## src/hdl/wvh_fifo.sv

```systemverilog
// Small register queue between the front and back parts.
`default_nettype none
module wvh_fifo #(
    parameter int WIDTH = 8,
    parameter int DEPTH = 4
) (
    input  wire logic             i_clk,
    input  wire logic             i_rst_n,
    input  wire logic             i_push,
    input  wire logic [WIDTH-1:0] i_data,
    output logic                  o_full,
    input  wire logic             i_pop,
    output logic      [WIDTH-1:0] o_data,
    output logic                  o_empty
);
    localparam int PW = (DEPTH > 1) ? $clog2(DEPTH) : 1;
    localparam int CW = $clog2(DEPTH + 1);

    logic [WIDTH-1:0] r_mem [DEPTH];
    logic [PW-1:0]    r_wp;
    logic [PW-1:0]    r_rp;
    logic [CW-1:0]    r_cnt;

    assign o_full  = (r_cnt == CW'(DEPTH));
    assign o_empty = (r_cnt == '0);
    assign o_data  = r_mem[r_rp];

    always_ff @(posedge i_clk) begin
        if (!i_rst_n) begin
            r_wp  <= '0;
            r_rp  <= '0;
            r_cnt <= '0;
        end else begin
            if (i_push && !o_full) begin
                r_mem[r_wp] <= i_data;
                r_wp        <= (r_wp == PW'(DEPTH - 1)) ? '0 : r_wp + 1'b1;
            end
            if (i_pop && !o_empty) begin
                r_rp <= (r_rp == PW'(DEPTH - 1)) ? '0 : r_rp + 1'b1;
            end
            case ({i_push && !o_full, i_pop && !o_empty})
                2'b10:   r_cnt <= r_cnt + 1'b1;
                2'b01:   r_cnt <= r_cnt - 1'b1;
                default: r_cnt <= r_cnt;
            endcase
        end
    end
endmodule
`default_nettype wire

```

## config.mk

```make
export PLATFORM = sky130hd
export DESIGN_NAME = wvh_fifo
export DESIGN_NICKNAME = d
export VERILOG_FILES = /design/src/hdl/wvh_fifo.sv
export SDC_FILE = /design/constraint.sdc
export NUM_CORES = 1
export LEC_CHECK = 0
export ABC_AREA = 1
export BUFFER_PORTS_ARGS = -buffer_cell sky130_fd_sc_hd__buf_2
export CAP_MARGIN = 20
export CORE_UTILIZATION = 35
export DETAILED_ROUTE_END_ITERATION = 12
export GPL_TIMING_DRIVEN = 0
export HOLD_SLACK_MARGIN = 0.02
export PLACE_DENSITY = 0.52
export SETUP_SLACK_MARGIN = 0.05
export SYNTH_ARGS = -nofsm -noshare
export SYNTH_HDL_FRONTEND = slang
export SYNTH_SLANG_ARGS = --single-unit
```

## constraint.sdc

```tcl
create_clock -name i_clk -period 1.89 [get_ports i_clk]
set_input_delay 0.189 -clock i_clk [delete_from_list [all_inputs] [get_ports i_clk]]
set_output_delay 0.189 -clock i_clk [all_outputs]
set_load 0.01 [all_outputs]
```

; Word level (Yosys, flattened, before mapping)
; Memory sizes are Yosys's and may differ from the RTL's. A register that Yosys moved wholly into a read port is not among the register bits.
; Index checks and enable logic that the tools add are counted.
[word_totals]
reg_bits = 7
ramBits = 32
in_bits = 12
out_inout_bits = 10
elab_cells = 27
memories = 1
[memory_table]
columns = name, depth, width, read_ports, rd_ports_with_merged_regs, write_ports, line
row1 = r_mem, 4, 8, 1, 1, 1, 19  ; logic [WIDTH-1:0] r_mem [DEPTH];
[op_classes]
add_sub_neg = 4
n_eq_ne = 5
n_mux = 8
n_reduce_logical = 6
[op_table]
columns = op, count
row1 = $mux W2, 4
row2 = $eq A2 B2 Y1 const B, 3
row3 = $pmux W3 S2, 1
row4 = $add A2 B1 Y2 const B, 2
row5 = $add A3 B1 Y3 const B, 1
row6 = $eq A3 B3 Y1 const B, 1
row7 = $logic_not A3 Y1, 1
row8 = $mux W1, 3
row9 = $sub A3 B1 Y3 const B, 1
row10 = $eq A2 B1 Y1 const B, 1
row11 = $logic_and A1 B1 Y1, 2
row12 = $logic_not A1 Y1, 2
row13 = $reduce_bool A2 Y1, 1

; Longest topological paths before layout
[logic_depth]
ltp_word = 6
ltp_mapped = 13
mapped_depth_nobuf = 13

; Least setup slack after synthesis
; OpenSTA, ideal clock, no wires.
[synth_timing]
path_kind = register -> register
startpoint = reg r_cnt[1]
endpoint = reg r_cnt[2]
setup_ns = 0.110
arrival_time_ns = 1.490
required_time_ns = 1.780
setup_slack_ns = 0.290
stages_incl_launch_ff = 13
n_path_buf = 0
period_less_slack_ns = 1.600
path_cell_list = dfxtp_1 -> nor2_1 -> nand2_1 -> nand2_1 -> ha_1 -> inv_1 -> fa_1 -> inv_1 -> nand2_1 -> nand3_1 -> nand2_1 -> inv_1 -> nor2_1
[synth_via]
elab_chain_len = 5
elab_cells_between_ends = 12
classes_between = 2 x add/sub / 3 x eq/ne / 1 x mux / 6 x reduce/logical
[synth_rtl]
columns = element, line
row1 = from (decl), 22  ; logic [CW-1:0] r_cnt;
row2 = from (signal assigned), 42  ; 2'b10: r_cnt <= r_cnt + 1'b1;
row3 = from (signal assigned), 43  ; 2'b01: r_cnt <= r_cnt - 1'b1;
row4 = from (signal assigned), 44  ; default: r_cnt <= r_cnt;
row5 = $eq A3 B3 Y1 or $logic_not A3 Y1 (tied branches), "24, 25"
row6 = $logic_not A1 Y1, 41  ; case ({i_push && !o_full, i_pop && !o_empty})
row7 = $logic_and A1 B1 Y1, 41
row8 = $eq A2 B1 Y1 or $eq A2 B2 Y1 (tied branches), 41
row9 = $pmux W3 S2 or $reduce_bool A2 Y1 (tied branches), --
; Parallel ways exist; a longest one is shown, timed or not.
; A chain may end at the register's enable or synchronous reset.

; Final worst setup path
[layout_timing]
startpoint = reg r_cnt[1]
endpoint = mem r_mem[3][2], enable pin
[layout_via]
elab_chain_len = 6
[layout_rtl]
columns = element, line
row1 = $eq A3 B3 Y1, 24  ; assign o_full = (r_cnt == CW'(DEPTH));
row2 = $logic_not A1 Y1, 34  ; if (i_push && !o_full) begin
row3 = $logic_and A1 B1 Y1, 34
row4 = $mux W1, 34
row5 = $mux W1, 29  ; if (!i_rst_n) begin
row6 = $mux W1 (not written as such), 35  ; r_mem[r_wp] <= i_data;
row7 = to (decl), 19
; No other way between the ends.

==> impl_metrics.toml <==
[logic_synthesis]
netlist_area_um2 = 1700
yosys.area.top_type_share_pct = 56.6
synth.distinct_cells = 18
synthCells = 148
ys_top_cells_by_area = "edfxtp_1 (57%), dfxtp_1 (11%), nor2_1 (6.0%), ha_1 (4.4%), o21ai_0 (4.1%)"
yosysMostFrequentCell = "edfxtp_1"
avgSynthCellArea_um2 = 11.5
ys_seq_elements = 41
synth_nets = 167
yosysTopAreaCell = "edfxtp_1"
yosys-top-cells-count = "edfxtp_1 (32), nor2_1 (27), inv_1 (18)"
synth_edf_count = 32
synth-main-ff-cell = "edfxtp_1"
yosysWarnings = 0
synthArstFlopShare_pct = 0
ys_seq_area_share_pct = 67.3

[clocking]
ctsHtreeMaxLevel = 2
clock-sinks = 41
cts.path.max_buffers = 2
cts_root_buffer = "clkbuf_8"
hold_buffers = 0
cts_tree = "yes"
cts-buffers-inserted = 5
clk_latency_ns = 0.28
clkTransAtPathRegs_ns = 0.08

[placed_design]
globalplace.congestion = 0.729
port_buffers = 21
hpwl_mm = 2.15
place_inst = 221

[drt]
drcViolationCount = 0
postRouteAntennaNets = 0
drt-initial-drc-count = 31
num_vias = 1096
drt_wl_total_mm = 3.13
firstDrtPassIters = 4
wl_per_cell_um = 13.6
viasPerCell = 4.77

[layout]
multiInputGateArea_um2 = 484
area_growth_pct = 18.1
finalNonFillerCells = 230
num_antenna_cells = 0
seq_area_um2 = 1140
finalNetCount = 196
drive_above_1_share_pct = 25.8
fill_cells = 420

[grt]
grt_pass1_wl_mm = 5.00
grt_max_degree = 14
grt_pass1_vias = 1065
overflow = 0
track_usage_pct = 13.1
antenna_found_initial = 0

[floorplanning]
die_y_um = 71.6
pin_count = 22
start_util_pct = 37.7
chipWidth_um = 71.6
dieArea_um2 = 5130
rows = 24
core_region_area_um2 = 4500

[worst_setup_path]
required_ns = 1.79
r2r_end = "r_mem[3][2]"
arrival_ns = 1.60
cp_max_fo = 8
end_kind = "flop"
crit_cells = 4
regToRegSetupSlack_ns = 0.19
cpLargestDelayFamily = "simple AND/OR/NAND/NOR gates"
cp_num_buf_inv = 0
max_stage_delay_ns = 0.67
worstRegToRegCells = 4
path_class = "flop to flop"
cp-startpoint = "r_cnt[1]"
cp-start-kind = "flop"
path_cells = "nor2_4 -> nand2_2 -> nand3_1 -> nor2_1"
crit_path_top_delay_cell = "nor2_1"
worstReg2RegStart = "r_cnt[1]"

[timing]
rsz0062_at_grt = "false"
hold_violations = 0
finalCriticalPeriod_ns = 1.70
fmax_ghz = 0.589
setup_viol = 0
relSlewSlack_pct = 44.1
tightest_slew_ns = 0.836
finClkSkew_ns = 0.00929
final_max_slew_viol_count = 0
period_share_pct = 89.8
fin_tns_setup_ns = 0

[hold_path]
min_from = "i_data[7]"
min_path_cells = 1
hold_path.class = "input pin to flop"
holdPathEnd = "r_mem[3][7]"

[power]
p_int_mw = 1.74
p_switching_uw = 869
ir_worst_vdd_v = 0.000379
pwr_density_cell_nw_per_um2 = 1300
pwr-share-clk_pct = 23.5
power.leakage_nw = 0.802
p_sw_share_pct = 33.3
finalPower_mw = 2.61
seqPwrFrac_pct = 44.9
power_frac_comb_pct = 31.6

[flow_run]
maxCapViolCount = 0

[status]
status = "completed"
==> kinds of logic after synthesis <==
kind of cell	synth area share [%]
AND/OR/NAND/NOR	11.7
flip-flops	67.3
AO/OA/AOI/OAI	9.88
buffers and inverters	5.53
adder cells (fa/ha/maj)	5.60
==> per-stage QoR <==
stage / setup WS (ns) / hold WS, ns / utilization, % / cell area [um^2]
final: 0.192 / 0.117 / 44.5 / 2000
after CTS: 0.0702 / 0.106 / 43.7 / 1970
after floorplan: 0.290 / 0.288 / - / 1700
after global routing: 0.0486 / 0.114 / 44.5 / 2000
after global placement: 0.138 / 0.400 / 41.4 / 1870
after detailed placement: 0.0934 / 0.405 / 41.4 / 1870
==> layer usage <==
metal / vias up / global-route usage, % / share of wire, %
met3: 2 / 4.22 / 2.4
met4: 0 / 3.92 / 0.67
met1: 517 / 16.2 / 48
li1: 564 / - / -
met2: 13 / 22.1 / 49
met5: - / 0 / 0
==> what timing repair did <==
item / CTS / global route
setup buffers: 0 / 1
setup endpoints to repair: 0 / 28
gates resized for setup: 0 / 11
==> final cells by class <==
type,count,share of cell area [%]
Sequential cell,41,57.2
Multi-Input combinational cell,86,24.2
Timing Repair Buffer,22,5.62
Clock buffer,7,4.87
Inverter,19,3.56
Tap cell,52,3.25
Buffer,2,1.12
Clock inverter,1,0.250
==> worst reg2reg max path, stage by stage (launching register included) <==
cell and delay [ns]:
dfxtp_2 0.37, nor2_4 0.05, nand2_2 0.10, nand3_1 0.14, nor2_1 0.67
==> power by group through the flow <==
| stage | Combinational [mW] | Clock, mW | Sequential [mW] |
|---|---|---|---|
| finish | 0.826 | 0.613 | 1.17 |
| CTS | 0.790 | 0.628 | 1.16 |
| global route | 0.925 | 0.662 | 1.19 |
| global placement | 0.761 | 0 | 1.17 |
| floorplan | 0.539 | 0 | 1.15 |
| detailed placement | 0.789 | 0 | 1.18 |
==> flip-flops by register name, indices dropped and copies added, names as in the netlist, named ones only <==
signal / flops
r_rp: 2
r_wp: 2
r_cnt: 3
r_mem: 32
==> how the worst max path moves through the flow <==
stage	endpoint	slack, ns
detailed placement	r_cnt[2]	0.09
finish	r_mem[3][2]	0.19
CTS	r_mem[3][2]	0.07
floorplan	r_cnt[2]	0.29
global placement	r_cnt[2]	0.14
global route	r_mem[3][2]	0.05
==> placed cells by master, fill, tap and decap left out, types with 2 or more instances in the layout <==
cell / instances
clkbuf_8: 5
o22ai_1: 8
nor2_2: 2
buf_6: 2
o21ai_1: 2
ha_1: 5
dfxtp_2: 3
edfxtp_1: 32
nor2_1: 26
buf_2: 21
o21ai_0: 14
dfxtp_1: 6
a21oi_1: 4
nand2_1: 11
o21ai_2: 2
nand2_2: 4
nand3_1: 3
inv_1: 18
No activity file was read; power rests on OpenSTA's default activity.
