$ cat src/hdl/wvh_pkg.sv
// Package for the weighted velocity histogram: types, codes and defaults.
`default_nettype none
package wvh_pkg;

    localparam int DIMENSIONS_DEF    = 3;
    localparam int BINS_DEF          = 128;
    localparam int SPECIES_COUNT_DEF = 4;
    localparam int PROBE_COUNT_DEF   = 4;

    localparam int FIFO_DEPTH = 4;
    localparam int VEL_W      = 32;
    localparam int WEIGHT_W   = 32;
    localparam int ACC_W      = 48;
    localparam int S_DATA_W   = 144;
    localparam int S_USER_W   = 2;
    localparam int PADDR_W    = 5;

    localparam logic [ACC_W-1:0] ACC_MAX = {ACC_W{1'b1}};

    localparam logic [31:0] RST_V_MIN     = 32'hFFFC_1800;
    localparam logic [31:0] RST_INV_V     = 32'd790920;
    localparam logic [31:0] RST_INV_SPEED = 32'd1174471;
    localparam logic [31:0] RST_INV_SQ    = 32'd1174;
    localparam logic [7:0]  RST_BINS      = 8'd99;

    localparam logic [2:0] REG_V_MIN     = 3'd0;
    localparam logic [2:0] REG_INV_V     = 3'd1;
    localparam logic [2:0] REG_INV_SPEED = 3'd2;
    localparam logic [2:0] REG_INV_SQ    = 3'd3;
    localparam logic [2:0] REG_BINS      = 3'd4;

    localparam logic [1:0] MODE_SAMPLE = 2'd0;
    localparam logic [1:0] MODE_READ   = 2'd1;
    localparam logic [1:0] MODE_RCLR   = 2'd2;

    typedef enum logic [1:0] {
        OP_ACC,
        OP_READ,
        OP_RCLR,
        OP_ZERO
    } t_op_kind;

    typedef struct packed {
        logic [31:0] v_min;
        logic [31:0] inv_v;
        logic [31:0] inv_speed;
        logic [31:0] inv_sq;
        logic [7:0]  bins_in_use;
    } t_cfg;

endpackage
`default_nettype wire

$ cat src/hdl/wvh_front.sv
// Front part: accept words, compute bins, queue store operations.
`default_nettype none
module wvh_front #(
    parameter int DIMENSIONS    = 3,
    parameter int BINS          = 128,
    parameter int SPECIES_COUNT = 4,
    parameter int PROBE_COUNT   = 4,
    parameter int ADDR_W        = 14
) (
    input  wire logic                          i_clk,
    input  wire logic                          i_rst_n,
    input  wire wvh_pkg::t_cfg                 i_cfg,
    input  wire logic                          i_hold,
    input  wire logic                          i_valid,
    output logic                               o_ready,
    input  wire logic [wvh_pkg::S_DATA_W-1:0]  i_data,
    input  wire logic [wvh_pkg::S_USER_W-1:0]  i_user,
    output logic                               o_push,
    output logic [ADDR_W+wvh_pkg::WEIGHT_W+1:0] o_op,
    input  wire logic                          i_full
);
    import wvh_pkg::*;

    localparam int VAR_COUNT = DIMENSIONS + 2;
    localparam int LIM_W     = 12;

    typedef enum logic [3:0] {
        F_IDLE, F_RPUSH, F_DMUL, F_DSQ, F_SQRT, F_SMUL, F_HMUL, F_LMUL, F_PUSH
    } t_fstate;

    t_fstate       r_state;
    logic [1:0]    r_mode;
    logic [1:0]    r_probe;
    logic [1:0]    r_species;
    logic [31:0]   r_vel [3];
    logic [31:0]   r_weight;
    logic [2:0]    r_var;
    logic [6:0]    r_bin;
    logic          r_neg;
    logic [63:0]   r_prod;
    logic [63:0]   r_hi;
    logic [63:0]   r_sq;
    logic [63:0]   r_x;
    logic [63:0]   r_r;
    logic [63:0]   r_b;
    logic [4:0]    r_cnt;

    logic [31:0]   vel_cur;
    logic [32:0]   diff;
    logic [31:0]   diff_mag;
    logic [31:0]   vel_mag;
    logic [31:0]   mul_a;
    logic [31:0]   mul_b;
    logic [63:0]   mul_p;
    logic [63:0]   mid;
    logic [63:0]   q;
    logic          sign_ok;
    logic [LIM_W-1:0] limit;
    logic          keep;
    logic          rd_ok;
    t_op_kind      kind;
    logic [LIM_W-1:0] bin_sel;
    logic [ADDR_W-1:0] addr;
    logic [63:0]   sq_t;
    logic          accept;

    always_comb begin
        case (r_var)
            3'd0:    vel_cur = r_vel[0];
            3'd1:    vel_cur = r_vel[1];
            default: vel_cur = r_vel[2];
        endcase
    end

    assign diff     = {vel_cur[31], vel_cur} - {i_cfg.v_min[31], i_cfg.v_min};
    assign diff_mag = diff[32] ? 32'(-diff) : diff[31:0];
    assign vel_mag  = vel_cur[31] ? (~vel_cur + 32'd1) : vel_cur;

    // one shared multiplier, operands picked by state
    always_comb begin
        case (r_state)
            F_DMUL:  begin mul_a = diff_mag;     mul_b = i_cfg.inv_v;     end
            F_DSQ:   begin mul_a = vel_mag;      mul_b = vel_mag;         end
            F_SMUL:  begin mul_a = r_r[31:0];    mul_b = i_cfg.inv_speed; end
            F_HMUL:  begin mul_a = r_sq[63:32];  mul_b = i_cfg.inv_sq;    end
            default: begin mul_a = r_sq[31:0];   mul_b = i_cfg.inv_sq;    end
        endcase
    end
    assign mul_p = 64'(mul_a) * 64'(mul_b);

    assign mid = r_hi + {32'd0, r_prod[63:32]};

    always_comb begin
        if (32'(r_var) < DIMENSIONS) begin
            q       = {32'd0, r_prod[63:32]};
            sign_ok = !r_neg || (r_prod[63:32] == '0);
        end else if (32'(r_var) == DIMENSIONS) begin
            q       = {32'd0, r_prod[63:32]};
            sign_ok = 1'b1;
        end else begin
            q       = {8'd0, mid[63:8]};
            sign_ok = 1'b1;
        end
    end

    assign limit = (LIM_W'(i_cfg.bins_in_use) > LIM_W'(BINS)) ? LIM_W'(BINS)
                                                              : LIM_W'(i_cfg.bins_in_use);
    assign keep  = sign_ok && (q[63:LIM_W] == '0) && (q[LIM_W-1:0] < limit);

    assign rd_ok = (32'(r_probe) < PROBE_COUNT) && (32'(r_species) < SPECIES_COUNT)
                && (32'(r_var) < VAR_COUNT) && (32'(r_bin) < BINS);

    always_comb begin
        if (r_state == F_RPUSH) begin
            bin_sel = LIM_W'(r_bin);
            if (!rd_ok) begin
                kind = OP_ZERO;
            end else if (r_mode == MODE_RCLR) begin
                kind = OP_RCLR;
            end else begin
                kind = OP_READ;
            end
        end else begin
            bin_sel = q[LIM_W-1:0];
            kind    = OP_ACC;
        end
    end

    assign addr = (((ADDR_W'(r_probe) * ADDR_W'(SPECIES_COUNT) + ADDR_W'(r_species))
                   * ADDR_W'(VAR_COUNT) + ADDR_W'(r_var)) * ADDR_W'(BINS))
                  + ADDR_W'(bin_sel);

    assign o_op   = {kind, (kind == OP_ZERO) ? {ADDR_W{1'b0}} : addr, r_weight};
    assign o_push = !i_full && ((r_state == F_RPUSH) || ((r_state == F_PUSH) && keep));

    assign o_ready = (r_state == F_IDLE) && !i_hold;
    assign accept  = i_valid && o_ready;

    assign sq_t = r_r + r_b;

    always_ff @(posedge i_clk) begin
        if (!i_rst_n) begin
            r_state <= F_IDLE;
        end else begin
            case (r_state)
                F_IDLE: begin
                    if (accept) begin
                        r_mode    <= i_user;
                        r_probe   <= i_data[1:0];
                        r_species <= i_data[3:2];
                        r_vel[0]  <= i_data[35:4];
                        r_vel[1]  <= i_data[67:36];
                        r_vel[2]  <= i_data[99:68];
                        r_weight  <= i_data[131:100];
                        r_bin     <= i_data[141:135];
                        r_sq      <= '0;
                        case (i_user)
                            MODE_SAMPLE: begin
                                r_var <= 3'd0;
                                if ((32'(i_data[1:0]) < PROBE_COUNT)
                                    && (32'(i_data[3:2]) < SPECIES_COUNT)) begin
                                    r_state <= F_DMUL;
                                end
                            end
                            MODE_READ, MODE_RCLR: begin
                                r_var   <= i_data[134:132];
                                r_state <= F_RPUSH;
                            end
                            default: r_state <= F_IDLE;
                        endcase
                    end
                end
                F_RPUSH: begin
                    if (!i_full) begin
                        r_state <= F_IDLE;
                    end
                end
                F_DMUL: begin
                    r_prod  <= mul_p;
                    r_neg   <= diff[32];
                    r_state <= F_PUSH;
                end
                F_DSQ: begin
                    r_sq <= r_sq + mul_p;
                    if (32'(r_var) == DIMENSIONS - 1) begin
                        r_var   <= 3'(DIMENSIONS);
                        r_x     <= r_sq + mul_p;
                        r_r     <= '0;
                        r_b     <= 64'd1 << 62;
                        r_cnt   <= '0;
                        r_state <= F_SQRT;
                    end else begin
                        r_var   <= r_var + 3'd1;
                        r_state <= F_DMUL;
                    end
                end
                F_SQRT: begin
                    // one result bit per cycle
                    if (r_x >= sq_t) begin
                        r_x <= r_x - sq_t;
                        r_r <= (r_r >> 1) + r_b;
                    end else begin
                        r_r <= r_r >> 1;
                    end
                    r_b   <= r_b >> 2;
                    r_cnt <= r_cnt + 5'd1;
                    if (r_cnt == 5'd31) begin
                        r_state <= F_SMUL;
                    end
                end
                F_SMUL: begin
                    r_prod  <= mul_p;
                    r_state <= F_PUSH;
                end
                F_HMUL: begin
                    r_prod  <= mul_p;
                    r_var   <= 3'(DIMENSIONS + 1);
                    r_state <= F_LMUL;
                end
                F_LMUL: begin
                    r_hi    <= r_prod;
                    r_prod  <= mul_p;
                    r_state <= F_PUSH;
                end
                F_PUSH: begin
                    // hold while the queue is full and this bin is kept
                    if (!keep || !i_full) begin
                        if (32'(r_var) < DIMENSIONS) begin
                            r_state <= F_DSQ;
                        end else if (32'(r_var) == DIMENSIONS) begin
                            r_state <= F_HMUL;
                        end else begin
                            r_state <= F_IDLE;
                        end
                    end
                end
                default: r_state <= F_IDLE;
            endcase
        end
    end
endmodule
`default_nettype wire

$ cat config.mk
export PLATFORM = sky130hd
export DESIGN_NAME = wvh_front
export DESIGN_NICKNAME = d
export VERILOG_FILES = /design/src/hdl/wvh_pkg.sv /design/src/hdl/wvh_front.sv
export SDC_FILE = /design/constraint.sdc
export NUM_CORES = 2
export LEC_CHECK = 0
export ABC_AREA = 0
export BUFFER_PORTS_ARGS = -buffer_cell sky130_fd_sc_hd__buf_2
export CELL_PAD_IN_SITES_DETAIL_PLACEMENT = 0
export CELL_PAD_IN_SITES_GLOBAL_PLACEMENT = 1
export CORE_ASPECT_RATIO = 2
export CORE_UTILIZATION = 50
export CTS_CLUSTER_SIZE = 40
export DETAILED_ROUTE_END_ITERATION = 8
export PLACE_DENSITY = 0.82
export SLEW_MARGIN = 20
export SYNTH_ARGS = -nofsm -noshare
export SYNTH_HDL_FRONTEND = slang
export SYNTH_SLANG_ARGS = --single-unit
export TNS_END_PERCENT = 10
$ cat constraint.sdc
create_clock -name i_clk -period 18.5 [get_ports i_clk]
set_input_delay 1.85 -clock i_clk [delete_from_list [all_inputs] [get_ports i_clk]]
set_output_delay 1.85 -clock i_clk [all_outputs]
set_load 0.02 [all_outputs]
# Word level (Yosys, flattened, before mapping)
# Memories as Yosys holds them, arrays and structs flattened.
# Cells that the tools add are included.
[op_classes] addsub=13 mul=2 n_lt_le_gt_ge=5 eq_ne=23 muxes=43 n_bitwise=1 n_reduce_logical=33
[op_table] cell="64-bit one-hot mux with 2 select lines" n=4
[op_table] cell="64-bit two-way mux" n=6
[op_table] cell="64-bit adder" n=2
[op_table] cell="32-bit one-hot mux with 4 select lines" n=1
[op_table] cell="56-bit two-way mux" n=2
[op_table] cell="32-bit one-hot mux with 3 select lines" n=1
[op_table] cell="63-bit by 64-bit adder with 64-bit output" n=1
[op_table] cell="64-bit by 32-bit adder with 64-bit output" n=1
[op_table] cell="64-bit greater-or-equal comparator" n=1
[op_table] cell="32-bit by 32-bit multiplier with 64-bit output" n=1
[op_table] cell="32-bit two-way mux" n=2
[op_table] cell="32-bit one-hot mux with 2 select lines" n=1
[op_table] cell="64-bit subtractor" n=1
[op_table] cell="52-bit logical NOT" n=1
[op_table] cell="32-bit by 32-bit subtractor with 33-bit output" n=1
[op_table] cell="32-bit by 1-bit adder with 32-bit output, second input constant" n=1
[op_table] cell="32-bit logical NOT" n=1
[op_table] cell="32-bit negation" n=1
[op_table] cell="32-bit NOT" n=1
[op_table] cell="4-bit one-hot mux with 7 select lines" n=1
[op_table] cell="4-bit by 3-bit equality test with 1-bit output, second input constant" n=4
[op_table] cell="4-bit two-way mux" n=4
[op_table] cell="3-bit two-way mux" n=5
[op_table] cell="14-bit by 12-bit adder with 14-bit output" n=1
[op_table] cell="other kinds (44)" n=75
[totals] regBits=442 ram_bits=96 out_inout_bits=50 n_memories=1
[memory_table] name="r_vel" words=3 word_bits=32 rd=3 rd_clocked_by_memory_dff=0 wr=3 line="wvh_front.sv:35" rtl="logic [31:0] r_vel [3];"

# Logic depth before layout (Yosys ltp)
[depth] ltp_word=10 ltp_mapped=70 depth_no_buf=64

# Worst setup path before layout
# Ideal clock, no wire load.
[synth_path] path_kind="input port to flip-flop" start="in i_rst_n" end="reg r_x[0], enable pin" setup_ns=0.583 arrival_time_ns=14.225 t_required_ns=17.917 path_slack_ns=3.692 path_stages=2 path_buffers=0 cell_sequence="a21boi_0 > a21boi_0"
[synth_via] elab_chain_len=1
[synth_lines] element="from (decl)" line="wvh_front.sv:11" rtl="input wire logic i_rst_n,"
[synth_lines] element="4-bit AND reduction (no source line)"
[synth_lines] element="to (signal assigned)" line="wvh_front.sv:187" rtl="r_x <= r_sq + mul_p;"
[synth_lines] element="to (signal assigned)" line="wvh_front.sv:200" rtl="r_x <= r_x - sq_t;"
[synth_lines] element="to (decl)" line="wvh_front.sv:43" rtl="logic [63:0] r_x;"
# Every way passes these cells.
# A chain may end at the register's enable or synchronous reset.

# Final worst setup path
[layout_path] start="reg r_var[1]" end="reg r_x[61] (data pin)"
[layout_via] elab_chain_len=10 word_cells_on_any_way=15 cone_classes="add/sub (4); mul (1); eq/ne (1); mux (7); bitwise (1); reduce/logical (1)"
[layout_lines] element="from (decl)" line="wvh_front.sv:37" rtl="logic [2:0] r_var;"
[layout_lines] element="from (signal assigned)" line="wvh_front.sv:166" rtl="r_var <= i_data[134:132];"
[layout_lines] element="from (signal assigned)" line="wvh_front.sv:186" rtl="r_var <= 3'(DIMENSIONS);"
[layout_lines] element="from (signal assigned)" line="wvh_front.sv:193" rtl="r_var <= r_var + 3'd1;"
[layout_lines] element="3-bit by 1-bit equality test with 1-bit output or 3-bit logical NOT (tied branches)" line="wvh_front.sv:68" rtl="case (r_var)"
[layout_lines] element="32-bit one-hot mux with 2 select lines (*)" line="wvh_front.sv:68"
[layout_lines] element="32-bit by 32-bit subtractor with 33-bit output or 32-bit NOT (tied branches)" line="wvh_front.sv:75, wvh_front.sv:77"
[layout_lines] element="32-bit negation or 32-bit by 1-bit adder with 32-bit output (tied branches)" line="wvh_front.sv:76, wvh_front.sv:77"
[layout_lines] element="32-bit two-way mux (on tied branches)" line="wvh_front.sv:76, wvh_front.sv:77"
[layout_lines] element="32-bit one-hot mux with 4 select lines or 32-bit one-hot mux with 3 select lines (tied branches)" line="wvh_front.sv:81" rtl="case (r_state)"
[layout_lines] element="32-bit by 32-bit multiplier with 64-bit output (*)" line="wvh_front.sv:89" rtl="assign mul_p = 64'(mul_a) * 64'(mul_b);"
[layout_lines] element="net mul_p[32]" line="wvh_front.sv:54" rtl="logic [63:0] mul_p;"
[layout_lines] element="64-bit adder (*)" line="wvh_front.sv:187"
[layout_lines] element="64-bit two-way mux (*)" line="wvh_front.sv:185" rtl="if (32'(r_var) == DIMENSIONS - 1) begin"
[layout_lines] element="64-bit one-hot mux with 2 select lines (*)" line="wvh_front.sv:145" rtl="case (r_state)"
# Mark *: on every way through the listed nets, which the timed path passes. The rest lies on a longest branch. The select of a mux whose other input is x is not followed.

==> flow_summary.json <==
{
  "grt_max_degree": 97,
  "synthTopCellsByCount": "1142 x inv_1, 1018 x nand2_1, 901 x fa_1, 707 x nor2_1, 554 x ha_1",
  "finalHoldViolCount": 0,
  "rows": 196,
  "synth_edf_count": 502,
  "crit_slowest_cell": "a41oi_4",
  "syn_to_final_growth_pct": 8.73,
  "io_buffers": 334,
  "nFillCells": 13200,
  "status": "completed",
  "maxCapViolCount": 0,
  "worstPathArrival_ns": 17.87,
  "hold_buffers": 0,
  "final.setup.tns_ns": 0,
  "critical-path-max-stage-delay_ns": 1.05,
  "synth.distinct_cells": 97,
  "crit_required_ns": 18.92,
  "synth_area_leaders": "fa_1 25%, edfxtp_1 21%, ha_1 9.7%",
  "synth_top_family_by_area": "adder cells",
  "hold_class": "flop to flop",
  "fin_area_um2": 77900,
  "grt_pass1_wl_um": 427000,
  "gr-total-overflow": 0,
  "muxShareOfSynthArea_pct": 0.388,
  "place.detailed.hpwl_um": 244000,
  "core_region_area_um2": 142000,
  "clk_pin_slew_ns": 0.10,
  "ant_nets": 0,
  "drtPass1Iterations": 6,
  "grt_setup_unrepaired": "false",
  "cts_tree": "yes",
  "initial_core_util_pct": 50.3,
  "synth-xor-area-share_pct": 4.81,
  "setup_ws_ns": 1.05,
  "synth.avg_cell_area_um2": 8.92,
  "wl_per_cell_um": 29.1,
  "ys.flop_type": "edfxtp_1",
  "dieArea_um2": 145000,
  "finalCriticalPeriod_ns": 17.45,
  "setup_viol": 0,
  "grt_usage_pct": 40.9,
  "fmax_mhz": 57.3,
  "viasPerCell": 6.18,
  "synth_top_cell_area_share_pct": 25.2,
  "slew_headroom_pct": 12.6,
  "root_buffer": "clkbuf_16",
  "yosys_register_bits": 506,
  "post_cts_resized": 0,
  "multiInputGateArea_um2": 50900,
  "skew_ns": 0.0506,
  "drt-initial-drc-count": 5084,
  "final_cells": 10200,
  "drive_gt1_share_pct": 9.13,
  "synth_compound_area_share_pct": 14.5,
  "gp_congestion": 1.08,
  "cts_setup_buffers": 0,
  "critPathCaptureType": "flop",
  "routed_wirelength_um": 296000,
  "cts.sinks": 506,
  "final_max_slew_viol_count": 0,
  "dr_total_vias": 62900,
  "die_h_um": 537,
  "yosysTopAreaCell": "fa_1",
  "die_w_um": 270,
  "clk_latency_ns": 0.72,
  "drc": 0,
  "yosysSeqAreaShare_pct": 21.1,
  "ff_latch_area_um2": 15200,
  "nets": 9987,
  "antenna_found_initial": 26,
  "ys_async_sr_fraction_pct": 0,
  "clockBufferDepth": 3,
  "placed_cell_area_um2": 76100,
  "dp_slack_ns": 1.45,
  "cp-start-kind": "flop",
  "syn_nets": 9781,
  "cts_buffers": 50,
  "post-synth-top-count-cell": "inv_1",
  "timing.final.crit_share_pct": 94.3,
  "synth-adder-area-share_pct": 34.8,
  "path_class": "flop to flop",
  "synth_area_um2": 71700,
  "grt_pass1_vias": 65300,
  "dp.cells": 10100,
  "cp_max_fo": 15,
  "ios": 337,
  "worst_pin_slew_ns": 1.30,
  "yosysWarnings": 0,
  "cts_max_level": 2,
  "synth_cells": 8039,
  "synthSimpleGateAreaFrac_pct": 16.1
}
==> routing by layer <==
layer  global-route usage (%)  up-vias  routed length [um]
li1                         -    27500                   -
met1                     39.2    31200               92000
met2                     72.6     3020              148000
met3                     6.86     1226               19500
met4                     41.6       14               36600
met5                        0        -                 101
==> sequential cells by signal, indices dropped and copies added, names as in the netlist <==
name	count
r_prod	64
r_neg	1
r_vel	96
r_bin	7
r_state	4
r_mode	2
r_b	32
r_probe	2
r_hi	64
r_cnt	5
r_sq	64
r_x	64
r_r	64
r_species	2
r_var	3
r_weight	32
==> cell families after synthesis <==
group / Yosys count
AO/OA/AOI/OAI: 1562
buffers and inverters: 1542
AND/OR/NAND/NOR: 2555
multiplexers: 27
adder cells (fa/ha/maj): 1455
flip-flops: 506
XOR/XNOR: 392
==> final cells by class <==
type                    instances  area share (%)
multi-input cells            5991            65.4
flip-flops and latches        506            19.4
inverters                    1144            5.51
repair buffers                552            4.30
well taps                    1881            3.02
clock buffers                  52            1.62
clock inverters                42           0.665
diodes                         19          0.0610
==> worst max-delay path, delay by kind of cell, from the launching register on <==
family	cells	cell delay, ns
AOI/OAI and AO/OA	21	6.93
adders and majority gates	13	5.37
and+or+nand+nor	13	2.30
buffers and inverters	10	1.06
xor gates and xnor gates	3	0.96
DFF	1	0.33
muxes	1	0.13
==> cell usage in the layout (no fill, tap or decap), drive strengths merged, types with 56 or more instances in the layout <==
cell / synthesis / layout
nand4: 107 / 107
fa: 901 / 901
o21ai: 315 / 315
xor2: 158 / 158
a211oi: 75 / 75
inv: 1144 / 1147
nand2: 1020 / 1020
o21bai: 56 / 56
nand3: 119 / 119
a31oi: 126 / 126
buf: 69 / 552
a21o: 164 / 164
and3: 90 / 90
edfxtp: 502 / 502
nor3: 111 / 111
nor2b: 66 / 66
and2: 109 / 109
nor2: 708 / 708
xnor2: 233 / 233
ha: 554 / 554
a21oi: 381 / 381
==> path summary, 6_finish.rpt <==
kind / startpoint / to / slack, ns / cells after the start
setup reg to reg: r_var[1] / r_x[61] / 1.05 / 61
hold reg to reg: r_prod[16] / r_hi[16] / 0.40 / 0
hold / removal: r_prod[16] / r_hi[16] / 0.40 / 0
setup / recovery: r_var[1] / r_x[61] / 1.05 / 61
==> stage by stage <==
step	util (%)	hold slack, ns
finish	54.7	0.401
floorplan	-	0.400
detailed placement	53.4	0.405
CTS	54.6	0.397
global route	54.7	0.419
global placement	53.4	0.401
Power is left out: the tool's default activity adds up to more than one toggle a clock period on the data nets, which glitch-free logic cannot reach.
